<file path="src/sv/q2e_pkg.sv">
`default_nettype none
// ----------------------------------------------------------------------------
// q2e_pkg
// Shared widths, constants, the CORDIC arctangent table and the queue status
// type for the quaternion to Euler angle converter.
// ----------------------------------------------------------------------------
package q2e_pkg;

   localparam int COMP_W     = 16;   // quaternion component width
   localparam int PROD_W     = 32;   // 16 x 16 signed product
   localparam int SIN_W      = 32;   // asin argument, Q30
   localparam int ROOT_W     = 31;   // sqrt(1 - s^2), Q30
   localparam int SQ_W       = 61;   // radicand, Q60
   localparam int SQRT_STEPS = 31;   // one result bit per step
   localparam int ANG_W      = 35;   // Q30 angle accumulator
   localparam int CORD_W     = 44;   // CORDIC x/y datapath
   localparam int NORM_MSB   = 39;   // leading one of max(|x|,|y|) after normalizing
   localparam int RND_SHIFT  = 18;   // Q30 to Q12

   localparam int YAW_W      = 15;
   localparam int ROLL_W     = 14;
   localparam int YAW_LIM    = 12868;
   localparam int ROLL_LIM   = 6434;

   localparam int QUEUE_DEPTH = 4;
   localparam int QPTR_W      = 2;
   localparam int QCNT_W      = 3;

   localparam logic signed [ANG_W-1:0] PI_Q30 = 35'sd3373259426;

   typedef struct packed {
      logic full;
      logic empty;
   } q2e_qstat_type;

   // atan(2^-i) in Q30
   function automatic logic [31:0] atan_q30(input logic [4:0] idx);
      logic [31:0] t;
      case (idx)
         5'd0:    t = 32'h3243F6A8;
         5'd1:    t = 32'h1DAC6705;
         5'd2:    t = 32'h0FADBAFC;
         5'd3:    t = 32'h07F56EA6;
         5'd4:    t = 32'h03FEAB76;
         5'd5:    t = 32'h01FFD55B;
         5'd6:    t = 32'h00FFFAAA;
         5'd7:    t = 32'h007FFF55;
         5'd8:    t = 32'h003FFFEA;
         5'd9:    t = 32'h001FFFFD;
         5'd10:   t = 32'h000FFFFF;
         5'd11:   t = 32'h0007FFFF;
         5'd12:   t = 32'h0003FFFF;
         5'd13:   t = 32'h0001FFFF;
         5'd14:   t = 32'h0000FFFF;
         5'd15:   t = 32'h00007FFF;
         5'd16:   t = 32'h00003FFF;
         5'd17:   t = 32'h00001FFF;
         5'd18:   t = 32'h00000FFF;
         5'd19:   t = 32'h000007FF;
         5'd20:   t = 32'h000003FF;
         5'd21:   t = 32'h000001FF;
         5'd22:   t = 32'h000000FF;
         5'd23:   t = 32'h0000007F;
         5'd24:   t = 32'h0000003F;
         5'd25:   t = 32'h0000001F;
         5'd26:   t = 32'h0000000F;
         5'd27:   t = 32'h00000008;
         5'd28:   t = 32'h00000004;
         5'd29:   t = 32'h00000002;
         5'd30:   t = 32'h00000001;
         default: t = 32'h00000000;
      endcase
      return t;
   endfunction

endpackage
`default_nettype wire

</file>
<file path="src/sv/q2e_queue.sv">
`default_nettype none
// ----------------------------------------------------------------------------
// q2e_queue
// Short FIFO between the front end and the CORDIC back end.
// ----------------------------------------------------------------------------
module q2e_queue
   import q2e_pkg::*;
#(
   parameter int W = 8
)(
   input  wire logic         clock,
   input  wire logic         reset,
   input  wire logic         push,
   input  wire logic [W-1:0] wdata,
   input  wire logic         pop,
   output logic [W-1:0]      rdata,
   output q2e_qstat_type     stat
);

   logic [W-1:0]      mem_ff [QUEUE_DEPTH];
   logic [QPTR_W-1:0] wr_ptr_ff, rd_ptr_ff;
   logic [QCNT_W-1:0] count_ff, count_in;

   assign count_in   = count_ff + QCNT_W'(push) - QCNT_W'(pop);
   assign stat.full  = (count_ff == QCNT_W'(QUEUE_DEPTH));
   assign stat.empty = (count_ff == '0);
   assign rdata      = mem_ff[rd_ptr_ff];

   always_ff @(posedge clock) begin
      if (reset) begin
         wr_ptr_ff <= '0;
         rd_ptr_ff <= '0;
         count_ff  <= '0;
      end else begin
         if (push) begin
            wr_ptr_ff <= wr_ptr_ff + 1'b1;
         end
         if (pop) begin
            rd_ptr_ff <= rd_ptr_ff + 1'b1;
         end
         count_ff <= count_in;
      end
   end

   always_ff @(posedge clock) begin
      if (push) begin
         mem_ff[wr_ptr_ff] <= wdata;
      end
   end

   a_no_overflow: assert property (@(posedge clock) disable iff (reset)
      push |-> !stat.full)
      else $error("queue written while full");

   a_no_underflow: assert property (@(posedge clock) disable iff (reset)
      pop |-> !stat.empty)
      else $error("queue read while empty");

   a_count_up: assert property (@(posedge clock) disable iff (reset)
      (push && !pop) |=> (count_ff == $past(count_ff) + QCNT_W'(1)))
      else $error("queue count lost a transaction");

endmodule
`default_nettype wire

</file>
<file path="config.mk">
export PLATFORM = sky130hd
export DESIGN_NAME = q2e_queue
export DESIGN_NICKNAME = d
export VERILOG_FILES = /design/src/sv/q2e_pkg.sv /design/src/sv/q2e_queue.sv
export SDC_FILE = /design/constraint.sdc
export NUM_CORES = 1
export LEC_CHECK = 0
export ABC_AREA = 0
export BUFFER_PORTS_ARGS = -buffer_cell sky130_fd_sc_hd__buf_2
export CAP_MARGIN = 25
export CORE_UTILIZATION = 30
export DETAILED_ROUTE_END_ITERATION = 10
export GPL_TIMING_DRIVEN = 0
export PLACE_DENSITY_LB_ADDON = 0.08
export SETUP_SLACK_MARGIN = 0.3
export SLEW_MARGIN = 30
export SYNTH_ARGS = -nofsm -noshare
export SYNTH_HDL_FRONTEND = slang
export SYNTH_SLANG_ARGS = --single-unit
</file>
<file path="constraint.sdc">
create_clock -name clock -period 1.79 [get_ports clock]
set_input_delay 0.179 -clock clock [delete_from_list [all_inputs] [get_ports clock]]
set_output_delay 0.179 -clock clock [all_outputs]
set_load 0.01 [all_outputs]
</file>
======== After elaboration in Yosys (flattened, before gate mapping) ========
Memory sizes are Yosys's and may differ from the RTL's. A register that Yosys moved wholly into a read port is not among the register bits.
Cells that the tools add are included.
word-level totals
  register bits after elaboration ......... 7
  RAM bits ................................ 32
  memories ................................ 1
cells by class
  $add $sub $neg .......................... 4
  eq/ne operators ......................... 1
  muxes and demuxes ....................... 4
  reduce and logical (&&, ||, !) cells .... 1
memory list
  memory  words  bits a word  read ports  clocked after memory_dff  write ports  line             RTL
  mem_ff  4      8            1           1                         1            q2e_queue.sv:20  logic [W-1:0] mem_ff [QUEUE_DEPTH];
operators by type and width
  cell                   count
  $add A2 B1 Y2 const B  2
  $mux W2                2
  $add A3 B1 Y3          1
  $eq A3 B3 Y1 const B   1
  $logic_not A3 Y1       1
  $sub A3 B1 Y3          1
  $mux W1                2

======== Depth between registers and ports, before layout ========
  word-level depth ........................ 3
  gate-level depth with buffers ........... 7

======== Least setup slack after synthesis ========
OpenSTA, ideal clock, no wires.
  kind .................................... flip-flop to flip-flop
  start point ............................. register count_ff[0]
  end point ............................... register count_ff[2]
  data arrival time ....................... 1.392 ns
  data required time ...................... 1.680 ns
  slack ................................... 0.288 ns
  stages on the path, launching flop included .. 8
  buffers on the path ..................... 0
  cell sequence ........................... dfxtp_1 -> inv_1 -> ha_1 -> inv_1 -> ha_1 -> fa_1 -> xor3_1 -> nor2_1
on the way
  word-level cells in the longest chain between the ends .. 2
ends and longest elaborated chain
  element                   line             RTL
  start: declaration        q2e_queue.sv:22  logic [QCNT_W-1:0] count_ff, count_in;
  start signal: assignment  q2e_queue.sv:41  count_ff <= count_in;
  $add A3 B1 Y3             q2e_queue.sv:24  assign count_in = count_ff + QCNT_W'(push) - QCNT_W'(pop);
  $sub A3 B1 Y3             q2e_queue.sv:24
Every way passes these cells.
A chain may end at the register's enable or synchronous reset.

==> flow_summary.yaml <==
worst_hold_path:
  hold_depth: 1
  hold_path_end: "mem_ff[3][1]"
  holdCritStartpoint: "wdata[1]"
  hold_class: "in -> reg"
layout:
  filler_cell_count: 492
  seqCellArea_um2: 1140
  drive_above_1_share_pct: 42.1
  utilization_pct: 39.2
  diodes: 0
  multi_input_area_um2: 452
  layout.nets: 132
  syn2layout_area_growth_pct: 25.5
sta:
  post-route-period-util_pct: 89.3
  setup_viol: 0
  slew_headroom_pct: 69.8
  fin_setup_tns_ns: 0
  finClkSkew_ns: 0.00669
  layout_min_cycle_time_ns: 1.60
  hold_viol: 0
  slew_violations: 0
  setup_ws_ns: 0.191
  fmax_mhz: 626
  worst_slew_pin_slew_ns: 0.454
  rsz0062_at_grt: "true"
  finalHoldWorstSlack_ns: 0.110
global_route:
  grt_max_degree: 13
  grt_pass1_vias: 778
  grt_pass1_wl_um: 3910
  grt.total_usage_pct: 10.4
  top_usage_layer: "met2"
  use_met1_pct: 12.0
  use_met2_pct: 16.5
  antenna_found_initial: 0
  grt-ovfl-total: 0
  grt_util_met3_pct: 4.42
logic_synthesis:
  async_flop_share_pct: 0
  yosysWarnings: 0
  ys_seq_elements: 41
  synth_edf_count: 32
  avgSynthCellArea_um2: 19.0
  syn_nets: 103
  ys_types: 19
  ys_seq_area_share_pct: 71.5
  syn_area_um2: 1600
  synthFlopType: "edfxtp_1"
  synth_cells: 84
clocking:
  cts_made_buffers: 5
  clk_pin_slew_ns: 0.08
  cts_hold_buf: 0
  cts_root_buf: "clkbuf_8"
  clk_path_buf_depth: 2
  cts_tree: "done"
  clock_latency_ns: 0.29
  h-tree-depth: 2
  cts.sinks: 41
power_and_ir_drop:
  ir_drop_v: 0.000483
  leakage_nw: 0.724
  powerDensity_nw_per_um2: 1120
route:
  wire_per_inst_um: 14.1
  routed_via_density: 4.25
  antenna_left: 0
  first_iter_violations: 52
  drt-total-wl_um: 2590
  vias: 782
  drc_errors: 0
  drtPass1Iterations: 4
flow_run:
  maxCapViolCount: 0
die:
  initial_core_util_pct: 31.3
  dieArea_um2: 5620
  rows: 26
  dieWidth_um: 75.0
  die_y_um: 75.0
  core_um2: 5110
  num_io_pins: 22
place:
  dp_hpwl_um: 1670
  port_buffers: 21
  gp_congestion: 0.709
  pre_cts_ws_ns: 0.175
worst_setup_path:
  r2r_cells: 6
  start_kind: "flop"
  r2r-start: "count_ff[0]"
  reg2reg_slack_ns: 0.30
  cp_data_required_time_ns: 1.61
  worstSetupPathType: "reg -> out"
  worstSetupEndpointType: "output pin"
  path_max_fanout: 8
  reg2reg_to: "count_ff[1]"
  crit_arrival_ns: 1.42
status:
  status: "complete, no violations"
-- power by group --
group / switching, W / leakage (nW) / total [W] / internal [W]
clock: 0.000301 / 0.0585 / 0.000756 / 0.000455
combinational: 0.000155 / 0.297 / 0.000365 / 0.000211
sequential: 0.0000312 / 0.369 / 0.00113 / 0.00109
-- synth_stat cells (all sizes together), types with 2 or more instances --
cell    count  area share [%]
and2        4             1.6
nor2b       2            0.78
dfxtp       9              11
ha          6             4.7
edfxtp     32              60
xnor2       2             1.1
nor2        5             1.2
inv         6             1.4
mux4        8              11
-- per-layer routing --
layer	vias up	wire, um
li1	367	-
met1	391	1150
met2	22	1300
met3	2	119
met4	0	17
met5	-	0
-- state kept, by name (all words and copies together), names as in the netlist, named ones only --
register,flops
rd_ptr_ff,2
count_ff,3
wr_ptr_ff,2
mem_ff,32
-- layout by cell type (no fill, tap or decap), drive strengths merged --
master and instances:
nor2 5, dfxtp 9, a21bo 1, mux4 8
fa 1, clkbuf 8, and3 1, inv 6
nor2b 2, nor3 1, buf 23, bufinv 1
nand3b 1, xor3 1, a21oi 1, xnor2 2
edfxtp 32, ha 6, and2 4, mux2i 1
-- area by class of cell --
cell class              count  share of cell area, %
flip-flops and latches     41                   57.1
multi-input cells          35                   22.5
repair buffers             22                   7.81
well taps                  70                   4.37
clock buffers               7                   4.31
clock inverters             1                   1.50
plain buffers               2                   1.25
inverters                   6                   1.12
-- worst max path at each step --
| stage | endpoint | startpoint | cells after the start | slack (ns) |
|---|---|---|---|---|
| global placement | count_ff[2] | count_ff[0] | 7 | 0.22 |
| floorplan | count_ff[2] | count_ff[0] | 7 | 0.29 |
| finish | rdata[6] | flop | 3 | 0.19 |
| detailed placement | count_ff[2] | count_ff[0] | 7 | 0.17 |
| global route | rdata[7] | flop | 3 | 0.13 |
| CTS | rdata[6] | flop | 3 | 0.17 |
-- logic make-up (layout without fill, tap and decap cells) --
family | Yosys count | in the layout | synth area share (%)
XOR/XNOR | 3 | 3 | 2.59
multiplexers | 9 | 9 | 11.9
adder cells (fa/ha/maj) | 7 | 7 | 5.96
flip-flops | 41 | 41 | 71.5
buffers and inverters | 8 | 38 | 2.43
AO/OA/AOI/OAI | 2 | 2 | 0.940
AND/OR/NAND/NOR | 14 | 14 | 4.70
-- metrics by stage --
stage	total power, W	instance area (um^2)	cells
2_1_floorplan	0.00134	1600	84
3_3_place_gp	0.00144	1790	175
3_5_place_dp	0.00145	1790	175
4_1_cts	0.00222	1930	183
5_1_grt	0.00236	2000	184
6_report	0.00225	2000	184
-- worst max-delay path, cell delays in order, from the launching register on --
cell and delay, ns:
dfxtp_2 0.34, buf_12 0.14, mux4_2 0.51, buf_6 0.14
-- what timing repair did --
item | 4_1_cts | 5_1_grt
endpoints found under the hold margin | 0 | 0
resized for setup | 7 | 12
gates cloned | 0 | 0
setup buffers | 0 | 1
setup endpoints to repair | 10 | 10
No activity file was read; power rests on OpenSTA's default activity.
